<file path="src/hw/rtl/rtcm3rx_pkg.sv">
`default_nettype none

package rtcm3rx_pkg;

   // Frame layout constants.
   localparam logic [7:0] PREAMBLE      = 8'hD3;
   localparam logic [1:0] HIGH_LEN_MASK = 2'b11;
   localparam logic [1:0] TRAILER_BYTES = 2'd3;
   localparam int         TYPE_BIT_POS  = 24;
   localparam int         TYPE_BITS     = 12;

   // Byte positions within the frame that hold the message type.
   localparam logic [10:0] TYPE_POS_HI = 11'(TYPE_BIT_POS / 8);
   localparam logic [10:0] TYPE_POS_LO = 11'(TYPE_BIT_POS / 8 + 1);

   // One result transaction.
   typedef struct packed {
      logic [7:0]           data_byte;
      logic                 in_frame;
      logic                 frame_start;
      logic                 frame_end;
      logic [TYPE_BITS-1:0] message_type;
      logic [10:0]          frame_length;
   } result_type;

endpackage

`default_nettype wire

</file>
<file path="src/hw/rtl/rtcm3rx_parser.sv">
`default_nettype none

module rtcm3rx_parser
   import rtcm3rx_pkg::*;
(
   input  wire logic       clock,
   input  wire logic       reset,
   input  wire logic       step,
   input  wire logic [7:0] rx_byte,
   output result_type      result
);

   typedef enum logic [2:0] {
      PH_HUNT,
      PH_HEADER,
      PH_LENLOW,
      PH_PAYLOAD,
      PH_TRAILER
   } phase_type;

   phase_type            phase_ff, phase_in;
   logic [1:0]           len_high_ff, len_high_in;
   logic [9:0]           pay_len_ff, pay_len_in;
   logic [9:0]           pay_cnt_ff, pay_cnt_in;
   logic [1:0]           trl_cnt_ff, trl_cnt_in;
   logic [10:0]          byte_pos_ff, byte_pos_in;
   logic [TYPE_BITS-1:0] type_cap_ff, type_cap_in;
   logic [10:0]          pos_next;

   assign pos_next = byte_pos_ff + 11'd1;

   // Next state and result for the byte being accepted.
   always_comb begin
      phase_in    = phase_ff;
      len_high_in = len_high_ff;
      pay_len_in  = pay_len_ff;
      pay_cnt_in  = pay_cnt_ff;
      trl_cnt_in  = trl_cnt_ff;
      byte_pos_in = byte_pos_ff;
      type_cap_in = type_cap_ff;

      result              = '0;
      result.data_byte    = rx_byte;

      case (phase_ff)
         PH_HEADER, PH_LENLOW, PH_PAYLOAD, PH_TRAILER: begin
            result.in_frame = 1'b1;
            byte_pos_in     = pos_next;

            // Message type bits sit in byte three and the top nibble of byte four.
            if (pos_next == TYPE_POS_HI) begin
               type_cap_in = {rx_byte, 4'b0000};
            end else if (pos_next == TYPE_POS_LO) begin
               type_cap_in = {type_cap_ff[TYPE_BITS-1:4], rx_byte[7:4]};
            end

            case (phase_ff)
               PH_HEADER: begin
                  len_high_in = rx_byte[1:0] & HIGH_LEN_MASK;
                  phase_in    = PH_LENLOW;
               end
               PH_LENLOW: begin
                  pay_len_in = {len_high_ff, rx_byte};
                  phase_in   = ({len_high_ff, rx_byte} == 10'd0) ? PH_TRAILER : PH_PAYLOAD;
               end
               PH_PAYLOAD: begin
                  if (pay_cnt_ff == pay_len_ff - 10'd1) begin
                     phase_in = PH_TRAILER;
                  end
                  pay_cnt_in = pay_cnt_ff + 10'd1;
               end
               default: begin
                  trl_cnt_in = trl_cnt_ff + 2'd1;
                  if (trl_cnt_in == TRAILER_BYTES) begin
                     result.frame_end    = 1'b1;
                     result.message_type = type_cap_in;
                     result.frame_length = pos_next + 11'd1;
                     phase_in            = PH_HUNT;
                  end
               end
            endcase
         end
         default: begin
            // Hunting; unused codes fall back here as well.
            phase_in = PH_HUNT;
            if (rx_byte == PREAMBLE) begin
               result.in_frame    = 1'b1;
               result.frame_start = 1'b1;
               byte_pos_in        = '0;
               pay_cnt_in         = '0;
               trl_cnt_in         = '0;
               type_cap_in        = '0;
               phase_in           = PH_HEADER;
            end
         end
      endcase
   end

   // Parser state, updated once per accepted byte.
   always_ff @(posedge clock) begin
      if (reset) begin
         phase_ff    <= PH_HUNT;
         len_high_ff <= '0;
         pay_len_ff  <= '0;
         pay_cnt_ff  <= '0;
         trl_cnt_ff  <= '0;
         byte_pos_ff <= '0;
         type_cap_ff <= '0;
      end else if (step) begin
         phase_ff    <= phase_in;
         len_high_ff <= len_high_in;
         pay_len_ff  <= pay_len_in;
         pay_cnt_ff  <= pay_cnt_in;
         trl_cnt_ff  <= trl_cnt_in;
         byte_pos_ff <= byte_pos_in;
         type_cap_ff <= type_cap_in;
      end
   end

endmodule

`default_nettype wire

</file>
<file path="src/hw/rtl/rtcm3_frame_receiver_top.sv">
// Channel   Direction  Handshake          Payload
// req_      in         req_valid/stall    rx_byte (8)
// rsp_      out        rsp_valid/stall    data_byte, in_frame, frame_start, frame_end,
//                                         message_type (12), frame_length (11)
//
// One byte per cycle is accepted while req_stall is low; each byte gives exactly one result,
// held in the result register or the skid entry. The parser state register and its combinational
// next-state logic set that rate. Reset is synchronous and returns the parser to hunting for a preamble.
// A two-entry output buffer (result register plus skid) keeps input flowing
// for one more byte after the result side stalls; req_stall rises only when both are full.
`default_nettype none

module rtcm3_frame_receiver_top
   import rtcm3rx_pkg::*;
(
   input  wire logic        clock,
   input  wire logic        reset,
   input  wire logic        req_valid,
   output logic             req_stall,
   input  wire logic [7:0]  req_rx_byte,
   output logic             rsp_valid,
   input  wire logic        rsp_stall,
   output logic [7:0]       rsp_data_byte,
   output logic             rsp_in_frame,
   output logic             rsp_frame_start,
   output logic             rsp_frame_end,
   output logic [11:0]      rsp_message_type,
   output logic [10:0]      rsp_frame_length
);

   logic       accept;
   logic       out_free;
   result_type result;
   result_type out_ff, skid_ff;
   logic       out_valid_ff, skid_valid_ff;

   assign req_stall = skid_valid_ff;
   assign accept    = req_valid && !skid_valid_ff;
   assign out_free  = !out_valid_ff || !rsp_stall;

   rtcm3rx_parser u_parser (
      .clock   (clock),
      .reset   (reset),
      .step    (accept),
      .rx_byte (req_rx_byte),
      .result  (result)
   );

   // Output buffer control.
   always_ff @(posedge clock) begin
      if (reset) begin
         out_valid_ff  <= 1'b0;
         skid_valid_ff <= 1'b0;
      end else if (out_free) begin
         out_valid_ff  <= skid_valid_ff || accept;
         skid_valid_ff <= 1'b0;
      end else if (accept) begin
         skid_valid_ff <= 1'b1;
      end
   end

   // Output buffer payload.
   always_ff @(posedge clock) begin
      if (out_free) begin
         out_ff <= skid_valid_ff ? skid_ff : result;
      end else if (accept) begin
         skid_ff <= result;
      end
   end

   assign rsp_valid        = out_valid_ff;
   assign rsp_data_byte    = out_ff.data_byte;
   assign rsp_in_frame     = out_ff.in_frame;
   assign rsp_frame_start  = out_ff.frame_start;
   assign rsp_frame_end    = out_ff.frame_end;
   assign rsp_message_type = out_ff.message_type;
   assign rsp_frame_length = out_ff.frame_length;

   // The skid entry is only used behind a held result.
   a_skid_behind_out: assert property (@(posedge clock) disable iff (reset)
      skid_valid_ff |-> out_valid_ff)
      else $error("skid entry valid without a held result");

   // A frame end is always in a frame and carries a frame length of at least six bytes.
   a_end_length: assert property (@(posedge clock) disable iff (reset)
      (out_valid_ff && out_ff.frame_end) |-> (out_ff.in_frame && out_ff.frame_length >= 11'd6))
      else $error("frame end with bad length or outside a frame");

   // Summary fields are zero except on a frame end.
   a_summary_zero: assert property (@(posedge clock) disable iff (reset)
      (out_valid_ff && !out_ff.frame_end) |->
         (out_ff.message_type == '0 && out_ff.frame_length == '0))
      else $error("summary fields set outside a frame end");

   // A start byte is in a frame and never ends one.
   a_start_marks: assert property (@(posedge clock) disable iff (reset)
      (out_valid_ff && out_ff.frame_start) |-> (out_ff.in_frame && !out_ff.frame_end))
      else $error("bad marks on a frame start");

   // A new byte taken while the output buffer is full would be lost.
   a_no_overrun: assert property (@(posedge clock) disable iff (reset)
      (skid_valid_ff && rsp_stall) |=> skid_valid_ff)
      else $error("skid entry dropped while result stalled");

endmodule

`default_nettype wire

</file>
<file path="config.mk">
export PLATFORM = sky130hd
export DESIGN_NAME = rtcm3_frame_receiver_top
export DESIGN_NICKNAME = d
export VERILOG_FILES = /design/src/hw/rtl/rtcm3rx_pkg.sv /design/src/hw/rtl/rtcm3rx_parser.sv /design/src/hw/rtl/rtcm3_frame_receiver_top.sv
export SDC_FILE = /design/constraint.sdc
export NUM_CORES = 1
export LEC_CHECK = 0
export BUFFER_PORTS_ARGS = -buffer_cell sky130_fd_sc_hd__buf_2
export CORE_ASPECT_RATIO = 0.5
export CORE_MARGIN = 2
export CORE_UTILIZATION = 33
export DETAILED_ROUTE_END_ITERATION = 6
export GPL_TIMING_DRIVEN = 0
export SLEW_MARGIN = 20
export SYNTH_ARGS = -nofsm -noshare
export SYNTH_HDL_FRONTEND = slang
export SYNTH_HIERARCHICAL = 1
export SYNTH_SLANG_ARGS = --single-unit
</file>
<file path="constraint.sdc">
create_clock -name clock -period 2.95 [get_ports clock]
set_input_delay 0.1475 -clock clock [delete_from_list [all_inputs] [get_ports clock]]
set_output_delay 0.1475 -clock clock [all_outputs]
set_load 0.02 [all_outputs]
</file>
Word-level counts from Yosys, hierarchy flattened
Index checks and enable logic that the tools add are counted.
- flip-flop bits (word level): 120
- input port bits: 12
- add/subtract/negate cells: 5
- equal/unequal tests: 13
- multiplexer cells: 25
- bitwise logic cells: 1
- reductions and logical operators: 18
- operators with widths (cell ; number):
    2-to-1 mux 24 bit ; 3
    2-to-1 mux 12 bit ; 3
    2-to-1 mux 34 bit ; 1
    2-to-1 mux 10 bit ; 3
    adder 11 x 1 -> 11 bit, second input constant ; 2
    2-to-1 mux 11 bit ; 2
    AND reduction 3 bit ; 5
    2-to-1 mux 3 bit ; 4
    == test 11 x 2 -> 1 bit, second input constant ; 1
    == test 11 x 3 -> 1 bit, second input constant ; 1
    adder 10 x 1 -> 10 bit, second input constant ; 1
    == test 10 bit ; 1
    logical NOT 10 bit ; 1
    subtractor 10 x 1 -> 10 bit, second input constant ; 1
    case mux 3 bit (3 select lines) ; 1
    == test 8 bit, second input constant ; 1
    2-to-1 mux 2 bit ; 4
    == test 3 x 2 -> 1 bit, second input constant ; 2
    != test 5 x 1 -> 1 bit, second input constant ; 1
    2-to-1 mux 4 bit ; 1
    AND reduction 2 bit ; 2
    OR reduction 4 bit ; 1
    == test 3 x 1 -> 1 bit, second input constant ; 1
    == test 3 bit, second input constant ; 1
    13 further kinds ; 18

Longest topological paths before layout
Gate-level depths: netlist (run 1).
- depth in word-level cells: 8
- mapped depth: 10

By module
Netlist (run 1), hierarchy kept.
- modules (own cells, without submodules) (module ; instances ; cells an instance ; area an instance (sq um) ; sequential area each (sq um)):
    rtcm3rx_parser ; 1 ; 430 ; 3294.4 ; 1001.0
    rtcm3_frame_receiver_top ; 1 ; 114 ; 2648.8 ; 2082.0

Worst setup path after synthesis (run 1)
OpenSTA, ideal clock, no wires.
- path type: reg2reg
- start: reg u_parser.byte_pos_ff[1]
- end: reg out_ff, in the netlist rsp_message_type[11], data pin
- setup time: 0.260 ns
- arrival time: 2.314 ns
- data required time: 2.690 ns
- setup slack: 0.375 ns
- cell stages (with the launch flop): 10
- cell sequence: dfxtp_1 -> ha_1 -> nand2_1 -> or4_1 -> a32oi_2 -> o2111ai_2 -> buf_6 -> mux2i_1 -> nor2_1 -> mux2_4
- RTL lines (what ; line ; RTL):
    start, declared ; rtcm3rx_parser.sv:26 ; logic [10:0] byte_pos_ff, byte_pos_in;
    start signal, assigned ; rtcm3rx_parser.sv:115 ; byte_pos_ff <= byte_pos_in;
    end signal, assigned ; rtcm3_frame_receiver_top.sv:65 ; out_ff <= skid_valid_ff ? skid_ff : result;
    end, declared ; rtcm3_frame_receiver_top.sv:34 ; result_type out_ff, skid_ff;

==> results of run 1 <==
-- metrics by stage --
stage          worst slack [ns]  power (uW)  util (%)  hold slack [ns]  instances
6_report                  0.152        4040      40.5           0.0256        859
5_1_grt                 0.00121        4200      40.5           0.0410        859
4_1_cts                  0.0354        4080      40.5           0.0117        859
3_5_place_dp             0.0455        2150      37.2            0.340        826
3_3_place_gp             0.0253        2140      37.0            0.337        824
2_1_floorplan             0.375        2060         -            0.217        544
-- cell usage after synthesis, drive strengths merged (4+ instances only) --
library cell and n:
nor2 61, o21ai 25, nor2b 4, a22o 9
mux2i 14, o2bb2ai 4, clkbuf 19, o31ai 4
nand3b 6, and2 5, nand2 44, inv 12
xor2 11, buf 17, nand4 5, mux2 35
nor3 20, xnor2 18, edfxtp 68, nand3 8
or3 9, o2111ai 4, a21oi 32, ha 6
and3 5, dfxtp 52
-- layout make-up --
cell class | count | area (um^2)
fill | 1681 | 10400
sequential | 120 | 3080
multi-input combinational | 376 | 2610
clock buffer | 17 | 425
tap | 234 | 293
timing repair buffer | 50 | 288
buffer | 35 | 210
clock inverter | 15 | 128
inverter | 12 | 45.0
-- cells in the final DEF (no fill, tap or decap), drive strengths merged, types with 8 or more instances in the layout --
| master | instances |
|---|---|
| o21ai | 25 |
| nor2 | 61 |
| mux2 | 35 |
| xor2 | 11 |
| buf | 66 |
| nand2 | 44 |
| mux2i | 14 |
| or3 | 9 |
| nor3 | 20 |
| xnor2 | 18 |
| dfxtp | 52 |
| a22o | 9 |
| clkbuf | 35 |
| inv | 14 |
| a21oi | 32 |
| edfxtp | 68 |
| nand3 | 8 |
-- flip-flops by register name (all words and copies together), names as in the netlist --
name                  cells
u_parser/pay_cnt_ff      10
rsp_valid                 1
u_parser/byte_pos_ff     11
u_parser/phase_ff         3
rsp_message_type         12
u_parser/len_high_ff      2
u_parser/type_cap_ff     12
req_stall                 1
u_parser/trl_cnt_ff       2
rsp_data_byte             8
skid_ff                  34
rsp_frame_length         11
u_parser/pay_len_ff      10
rsp_frame_start           1
rsp_frame_end             1
rsp_in_frame              1
-- timing repair --
action                                  in CTS  in global routing
hold buffers                                 1                  0
resized for setup                            0                  4
endpoints found under the setup margin       0                 18
buffers inserted                             0                  1
endpoints found under the hold margin        1                  0
-- logic make-up (layout without fill, tap and decap cells) --
group	count (synthesis)	after routing	share of synthesized area (%)
simple gates	187	187	15.5
flops	120	120	51.9
compound gates	105	105	11.9
mux	49	49	10.8
buf+inv	48	129	4.34
xor+xnor	29	29	4.27
fa+ha+maj	6	6	1.26
-- per-layer routing --
layer,vias to the layer above,share of wire [%]
li1,2118,-
met5,-,0
met1,2005,49
met3,19,3.8
met2,55,45
met4,0,2.1
-- where the power goes --
group	switching (uW)	internal (uW)	total (uW)
logic	184	104	288
clock network	767	1150	1920
registers	16.1	1810	1830
-- final timing paths --
| check | startpoint | endpoint | slack, ns | depth (start not counted) |
|---|---|---|---|---|
| max | u_parser/byte_pos_ff[0] | rsp_message_type[10] | 0.15 | 9 |
| min reg2reg | u_parser/type_cap_ff[0] | u_parser/type_cap_ff[0] | 0.44 | 2 |
| max reg2reg | u_parser/byte_pos_ff[0] | rsp_message_type[10] | 0.15 | 9 |
| min | reset | rsp_valid | 0.03 | 2 |
==> impl_metrics.tcl, run 1 <==
set metrics [dict create \
    fin_area_um2 7080 \
    grt_usage_pct 13.8 \
    drive_above_1_share_pct 23.4 \
    post-route-min-period_ns 2.80 \
    num_io_pins 48 \
    met3_usage_pct 3.52 \
    cp_slowest_stage_delay_ns 0.52 \
    drv_cap 0 \
    top_usage_layer "met2" \
    final_antenna_net_count 0 \
    drv_slew 0 \
    relSlewSlack_pct 54.2 \
    vdd_drop_max_uv 349 \
    nNetsFinal 630 \
    dpl_cell_area_um2 6510 \
    ys.flop_type "edfxtp_1" \
    port_buffers 46 \
    critPathKind "reg2reg" \
    skew_ns 0.00691 \
    start_kind "flip-flop" \
    synth_top_area_cell "edfxtp_1" \
    clkTransAtPathRegs_ns 0.06 \
    start_util_pct 34.0 \
    die_area_um2 19200 \
    synth_cell_types 62 \
    hpwl_um 8770 \
    slowest_stage "or4_1" \
    worst_pin_slew_ns 0.678 \
    grt_use_met2_pct 21.6 \
    firstDrtPassIters 4 \
    setup_viol 0 \
    h-tree-depth 4 \
    area_delta_synth_final_pct 19.2 \
    status "finished, final reports clean" \
    die_y_um 98.9 \
    synth.top_cell.area_share_pct 34.4 \
    ys_seq_area_share_pct 51.9 \
    grt_max_degree 32 \
    crit_chain "buf_2 -> nand3_2 -> or4_1 -> a32oi_2 -> o2111ai_2 -> buf_6 -> mux2i_1 -> nor2_1 -> mux2_4" \
    drtIter0Drc 254 \
    clock.fmax_mhz 357 \
    cts_tree "yes" \
    setup.worst_path.end_class "flip-flop" \
    crit_family "simple AND/OR/NAND/NOR gates" \
    avgRoutedWirePerCell_um 14.5 \
    row_count 34 \
    gp_congestion 0.839 \
    syn_nets 562 \
    die_w_um 194 \
    cts-root-buf "clkbuf_16" \
    hold_viol_final 0 \
    required_ns 3.12 \
    grt_pass1_vias 4151 \
    leakage_uw 0.00269 \
    use_met1_pct 18.0 \
    synthArstFlopShare_pct 0 \
    clock_latency_ns 0.42 \
    clock-sinks 120 \
    via_per_inst 4.89 \
    hold_class "in2reg" \
    cts_made_buffers 17 \
    vias 4197 \
    syn_area_um2 5940 \
    synth_edf_count 68 \
    clk_path_buf_depth 2 \
    synthTopCellsByArea "edfxtp_1 34%, dfxtp_1 18%, mux2_4 7.3%, nor2_1 3.9%, nand2_1 2.8%" \
    antennaDiodeCount 0 \
    setup_tns_ns 0 \
    worstPathArrival_ns 2.96 \
    cp_max_fo 10 \
    grt_overflow 0 \
    antenna_found_initial 0 \
    drc_errors 0 \
    p_per_area_nw_per_um2 570 \
    wirelength_um 12400 \
    ys_ff_latch 120 \
    core_area_um2 17500 \
    synthCells 544 \
    rsz0062_at_grt "false" \
    syn_area_per_cell_um2 10.9 \
    crit_buf_inv 2 \
    grt_pass1_wl_um 20800 \
    yosysWarningCount 6 \
    post-route-period-util_pct 94.8 \
]
(Power assumes the default switching activity.)
==> inputs of run 2 (changes only) <==
CORE_ASPECT_RATIO = 1.1   (was 0.5)
==> impl_metrics.tcl, run 2 (synthesis gave the netlist of run 1 again) <==
set metrics [dict create \
    status "finished, final reports clean" \
    slowest_stage "or4b_1" \
    cp_slowest_stage_delay_ns 0.54 \
    h-tree-depth 4 \
    fill_cells 1683 \
    antenna_found_initial 0 \
    fin_area_um2 7130 \
    post-route-min-period_ns 2.82 \
    post-route-period-util_pct 95.6 \
    final_common_cell "edfxtp_1" \
    final_antenna_net_count 0 \
    core_area_um2 17700 \
    drv_cap 0 \
    grt_max_degree 34 \
    cts_tree "yes" \
    largest_reg_flops 34 \
    wl_met2_um 6310 \
    via_per_inst 4.97 \
    crit_family "simple AND/OR/NAND/NOR gates" \
    clkTransAtPathRegs_ns 0.06 \
    start_kind "flip-flop" \
    grt_pass1_wl_um 20800 \
    p_int_uw 3170 \
    endpoint "rsp_message_type[11]" \
    drc_errors 0 \
    area_delta_synth_final_pct 20.0 \
    clock-sinks 120 \
    top_register "skid_ff" \
    die_w_um 132 \
    die_area_um2 19100 \
    setup_tns_ns 0 \
    worst_pin_slew_ns 0.691 \
    vdd_drop_max_uv 280 \
    p_sw_share_pct 24.0 \
    die_y_um 145 \
    hpwl_um 9160 \
    crit_cells 9 \
    clk_path_buf_depth 2 \
    cts_made_buffers 17 \
    reg2reg_setup_slack_ns 0.13 \
    worstPathArrival_ns 2.99 \
    row_count 51 \
    clock.fmax_mhz 354 \
    antennaDiodeCount 0 \
    drtIter0Drc 204 \
    setup_viol 0 \
    rsz0062_at_grt "false" \
    power.share.sequential_pct 43.8 \
    crit_start "u_parser/byte_pos_ff[0]" \
    port_buffers 46 \
    relSlewSlack_pct 53.3 \
    start_util_pct 33.6 \
    firstDrtPassIters 5 \
    crit_chain "clkbuf_4 -> and3_1 -> or4b_1 -> a32oi_2 -> o2111ai_2 -> buf_6 -> mux2i_1 -> nor2_1 -> mux2_4" \
    r2r_start "u_parser/byte_pos_ff[0]" \
    required_ns 3.12 \
    critPathKind "reg2reg" \
    hold_class "in2reg" \
    wl_met1_um 5700 \
    nNetsFinal 630 \
    clock_latency_ns 0.42 \
    routed.top_layer "met4" \
    wirelength_um 12800 \
    power_switching_uw 1000 \
    power_frac_clock_pct 49.3 \
    dr_wl_met3_um 435 \
    crit_buf_inv 2 \
    cts-root-buf "clkbuf_16" \
    avgRoutedWirePerCell_um 14.8 \
    r2r-end "rsp_message_type[11]" \
    drive_above_1_share_pct 23.5 \
    dpl_cell_area_um2 6520 \
    skew_ns 0.00948 \
    setup.worst_path.end_class "flip-flop" \
    grt_overflow 0 \
    mostFrequentLayoutCells "68 x edfxtp_1, 61 x nor2_1, 51 x dfxtp_1" \
    vias 4291 \
    rr_worst_depth 9 \
    total_power_uw 4180 \
    pwr-share-comb_pct 6.9 \
    drv_slew 0 \
    cp_max_fo 10 \
    grt_pass1_vias 4191 \
    gp_congestion 0.871 \
    p_per_area_nw_per_um2 586 \
    num_io_pins 48 \
    leakage_uw 0.00272 \
    grt_usage_pct 13.8 \
    hold_viol_final 0 \
]
==> run 2: power by group through the flow <==
stage	Sequential (uW)	Clock (uW)	Combinational [uW]
after floorplan	1900	0	151
after global placement	1860	0	276
after detailed placement	1860	0	288
after CTS	1830	2090	291
after global routing	1830	2170	315
final	1830	2060	290
==> run 2: area by class of cell <==
cell class	count	area, um^2	share of cell area [%]
clock buffers	17	425	5.96
multi-input cells	376	2610	36.6
flip-flops and latches	120	3090	43.3
plain buffers	35	213	2.98
clock inverters	15	165	2.32
well taps	238	298	4.18
repair buffers	50	288	4.04
inverters	12	45.0	0.632
==> run 2: how the worst min path moves through the flow <==
stage                    from                 endpoint  slack [ns]  depth (start not counted)
2_1_floorplan           reset                rsp_valid        0.22                          1
3_3_place_gp   req_rx_byte[6]              skid_ff[32]        0.34                          1
3_5_place_dp   req_rx_byte[6]              skid_ff[32]        0.34                          1
4_1_cts        req_rx_byte[3]   u_parser/pay_len_ff[3]        0.02                          3
5_1_grt        req_rx_byte[3]  u_parser/type_cap_ff[7]        0.03                          2
6_report       req_rx_byte[3]   u_parser/pay_len_ff[3]        0.03                          3
==> run 2: worst min-delay path, delay by kind of cell <==
family / cells / cell delay (ns)
AO/OA/AOI/OAI: 1 / 0.05
buffers and inverters: 1 / 0.13
AND/OR/NAND/NOR: 1 / 0.06
==> run 2: timing repair <==
| action | in CTS | in global routing |
|---|---|---|
| hold buffers | 1 | 0 |
| hold endpoints to repair | 1 | 0 |
| gates resized for setup | 2 | 4 |
| endpoints found under the setup margin | 1 | 15 |
| buffers inserted | 0 | 1 |
| pin swaps | 0 | 1 |
==> run 2: layer usage <==
layer  global-route usage [%]  up-vias
met4                     6.75        0
met1                     16.2     2040
met5                        0        -
met2                     23.8       96
met3                     3.34       22
li1                         -     2133
==> run 2: per-stage QoR <==
stage | hold WS [ns] | util [%] | setup WS [ns] | std cells
after floorplan | 0.217 | - | 0.375 | 544
after global placement | 0.337 | 36.6 | 0.0619 | 828
final | 0.0299 | 40.3 | 0.129 | 863
after detailed placement | 0.341 | 36.9 | 0.0197 | 830
after global routing | 0.0328 | 40.3 | 0.0151 | 863
after CTS | 0.0159 | 40.3 | 0.0713 | 863
==> inputs of run 3 (changes only) <==
--- a/config.mk
+++ b/config.mk
@@ -7,2 +7,3 @@
 export LEC_CHECK = 0
+export ABC_AREA = 1
 export BUFFER_PORTS_ARGS = -buffer_cell sky130_fd_sc_hd__buf_2
==> constraint.sdc (replaced) <==
create_clock -name clock -period 2.95 [get_ports clock]
set_input_delay 0.59 -clock clock [delete_from_list [all_inputs] [get_ports clock]]
set_output_delay 0.59 -clock clock [all_outputs]
set_load 0.02 [all_outputs]
==> impl_metrics.tcl, run 3 <==
set metrics [dict create \
    clk_path_buf_depth 2 \
    port_buffers 47 \
    clock.fmax_mhz 384 \
    drv_cap 0 \
    syn_nets 764 \
    die_area_um2 19800 \
    fin_area_um2 7350 \
    use_met1_pct 17.9 \
    synth.top_cell.area_share_pct 33.1 \
    regArea_um2 3080 \
    final_antenna_net_count 0 \
    clock-sinks 120 \
    required_ns 3.22 \
    final_common_cell "nand2_1" \
    drive_above_1_share_pct 19.4 \
    slowest_stage "dfxtp_1" \
    relSlewSlack_pct 47.5 \
    cts_setup_buffers 0 \
    cts-resized-gates 0 \
    clkTransAtPathRegs_ns 0.05 \
    synth_edf_count 68 \
    synthTopCellsByArea "edfxtp_1 33%, dfxtp_1 17%, nand2_1 11%, inv_1 6.8%, nand3_1 4.9%" \
    worst_pin_slew_ns 0.785 \
    clock_latency_ns 0.42 \
    crit_buf_inv 2 \
    hpwl_um 9770 \
    syn_area_um2 6170 \
    drv_slew 0 \
    worstHoldPathCells 3 \
    met3_usage_pct 3.02 \
    gp_congestion 0.809 \
    crit_chain "ha_2 -> nand2_1 -> nor2_2 -> nand2_1 -> nand2_2 -> nand3_4 -> nor3_4 -> nand2_4 -> o21ai_1 -> inv_1 -> nor2_1 -> inv_1 -> o21ai_2" \
    grt_overflow 0 \
    start_util_pct 33.6 \
    crit_family "simple AND/OR/NAND/NOR gates" \
    cts_tree "yes" \
    die_y_um 147 \
    antenna_found_initial 0 \
    grt_pass1_wl_um 22200 \
    largest_reg_flops 34 \
    cts_made_buffers 17 \
    postCtsHoldBufs 0 \
    rsz0062_at_grt "false" \
    firstDrtPassIters 5 \
    avgRoutedWirePerCell_um 12.3 \
    hold_class "in2reg" \
    vdd_drop_max_uv 400 \
    drc_errors 0 \
    nNetsFinal 833 \
    setup_viol 0 \
    crit_cells 13 \
    start_kind "flip-flop" \
    setup.worst_path.end_class "flip-flop" \
    rr_worst_depth 13 \
    leakage_uw 0.00296 \
    fill_cells 1829 \
    critPathKind "reg2reg" \
    synth_top_area_cell "edfxtp_1" \
    ys_ff_latch 120 \
    multiInputGateArea_um2 2450 \
    row_count 52 \
    synth_cell_types 35 \
    mostFrequentLayoutCells "175 x nand2_1, 111 x inv_1, 68 x edfxtp_1" \
    h-tree-depth 4 \
    wirelength_um 13100 \
    top_register "skid_ff" \
    post-route-period-util_pct 88.2 \
    syn_area_per_cell_um2 8.27 \
    yosysMostFrequentCell "nand2_1" \
    fin_worst_hold_slack_ns 0.428 \
    drtIter0Drc 281 \
    grt_use_met2_pct 23.3 \
    post-route-min-period_ns 2.60 \
    cts-root-buf "clkbuf_16" \
    ys_seq_area_share_pct 50.0 \
    status "finished, final reports clean" \
    grt_max_degree 19 \
    grt_pass1_vias 4573 \
    core_area_um2 18300 \
    num_io_pins 48 \
    skew_ns 0.00835 \
    worstPathArrival_ns 2.88 \
    ys_top_cells_by_count "176 x nand2_1, 111 x inv_1, 68 x edfxtp_1, 60 x nand3_1, 59 x nor2_1" \
    reg2reg_setup_slack_ns 0.35 \
    setup_tns_ns 0 \
    via_per_inst 4.58 \
    die_w_um 134 \
    grt_usage_pct 14.1 \
    dpl_cell_area_um2 6770 \
    p_per_area_nw_per_um2 585 \
    cp_slowest_stage_delay_ns 0.44 \
    synthCells 746 \
    antennaDiodeCount 0 \
    dp.cells 1039 \
    vias 4905 \
    yosysWarningCount 6 \
    top_usage_layer "met2" \
    cp_max_fo 8 \
    hold_viol_final 0 \
    synthArstFlopShare_pct 0 \
    area_delta_synth_final_pct 19.2 \
    finalNonFillerCells 1071 \
    total_power_uw 4300 \
    ys.flop_type "edfxtp_1" \
]
[run 3: kinds of logic after synthesis]
| kind of cell | Yosys count | share of synthesized area (%) |
|---|---|---|
| AOI/OAI and AO/OA | 121 | 11.9 |
| buffers and inverters | 145 | 10.4 |
| adders and majority gates | 6 | 1.22 |
| xor gates and xnor gates | 12 | 1.70 |
| and+or+nand+nor | 342 | 24.8 |
| DFF | 120 | 50.0 |
[run 3: path summary, 6_finish.rpt]
path,from,to
worst max-delay path,u_parser/byte_pos_ff[1],rsp_message_type[11]
worst min-delay path,req_valid,rsp_valid
worst max register to register,u_parser/byte_pos_ff[1],rsp_message_type[11]
worst min register to register,u_parser/type_cap_ff[6],u_parser/type_cap_ff[6]
[run 3: area by class of cell]
class                   count  share of cell area (%)
plain buffers              29                    2.83
flip-flops and latches    120                    42.0
repair buffers             50                    3.98
multi-input cells         481                    33.3
well taps                 243                    4.14
inverters                 116                    5.93
clock inverters            15                    2.08
clock buffers              17                    5.79
[run 3: power breakdown]
part | total [uW] | internal (uW) | switching [uW]
Combinational | 424 | 132 | 292
Sequential | 1880 | 1840 | 38.3
Clock | 2000 | 1240 | 761
[run 3: tightest hold or removal path: cells and delay by family]
kind / cells / cell delay, ns
AO/OA/AOI/OAI: 1 / 0.07
AND/OR/NAND/NOR: 1 / 0.05
buffers and inverters: 1 / 0.10
[run 3: through the flow]
step	util, %	setup slack, ns
after floorplan	-	0.221
after detailed placement	36.9	0.200
after global placement	36.6	-0.615
final	40.1	0.347
after global routing	40.1	0.0778
after CTS	40.0	0.156
[run 3: metal layers]
| layer | vias up | part of all wire (%) |
|---|---|---|
| li1 | 2579 | - |
| met1 | 2226 | 47 |
| met2 | 84 | 48 |
| met3 | 16 | 3.6 |
| met4 | 0 | 1.4 |
| met5 | - | 0 |
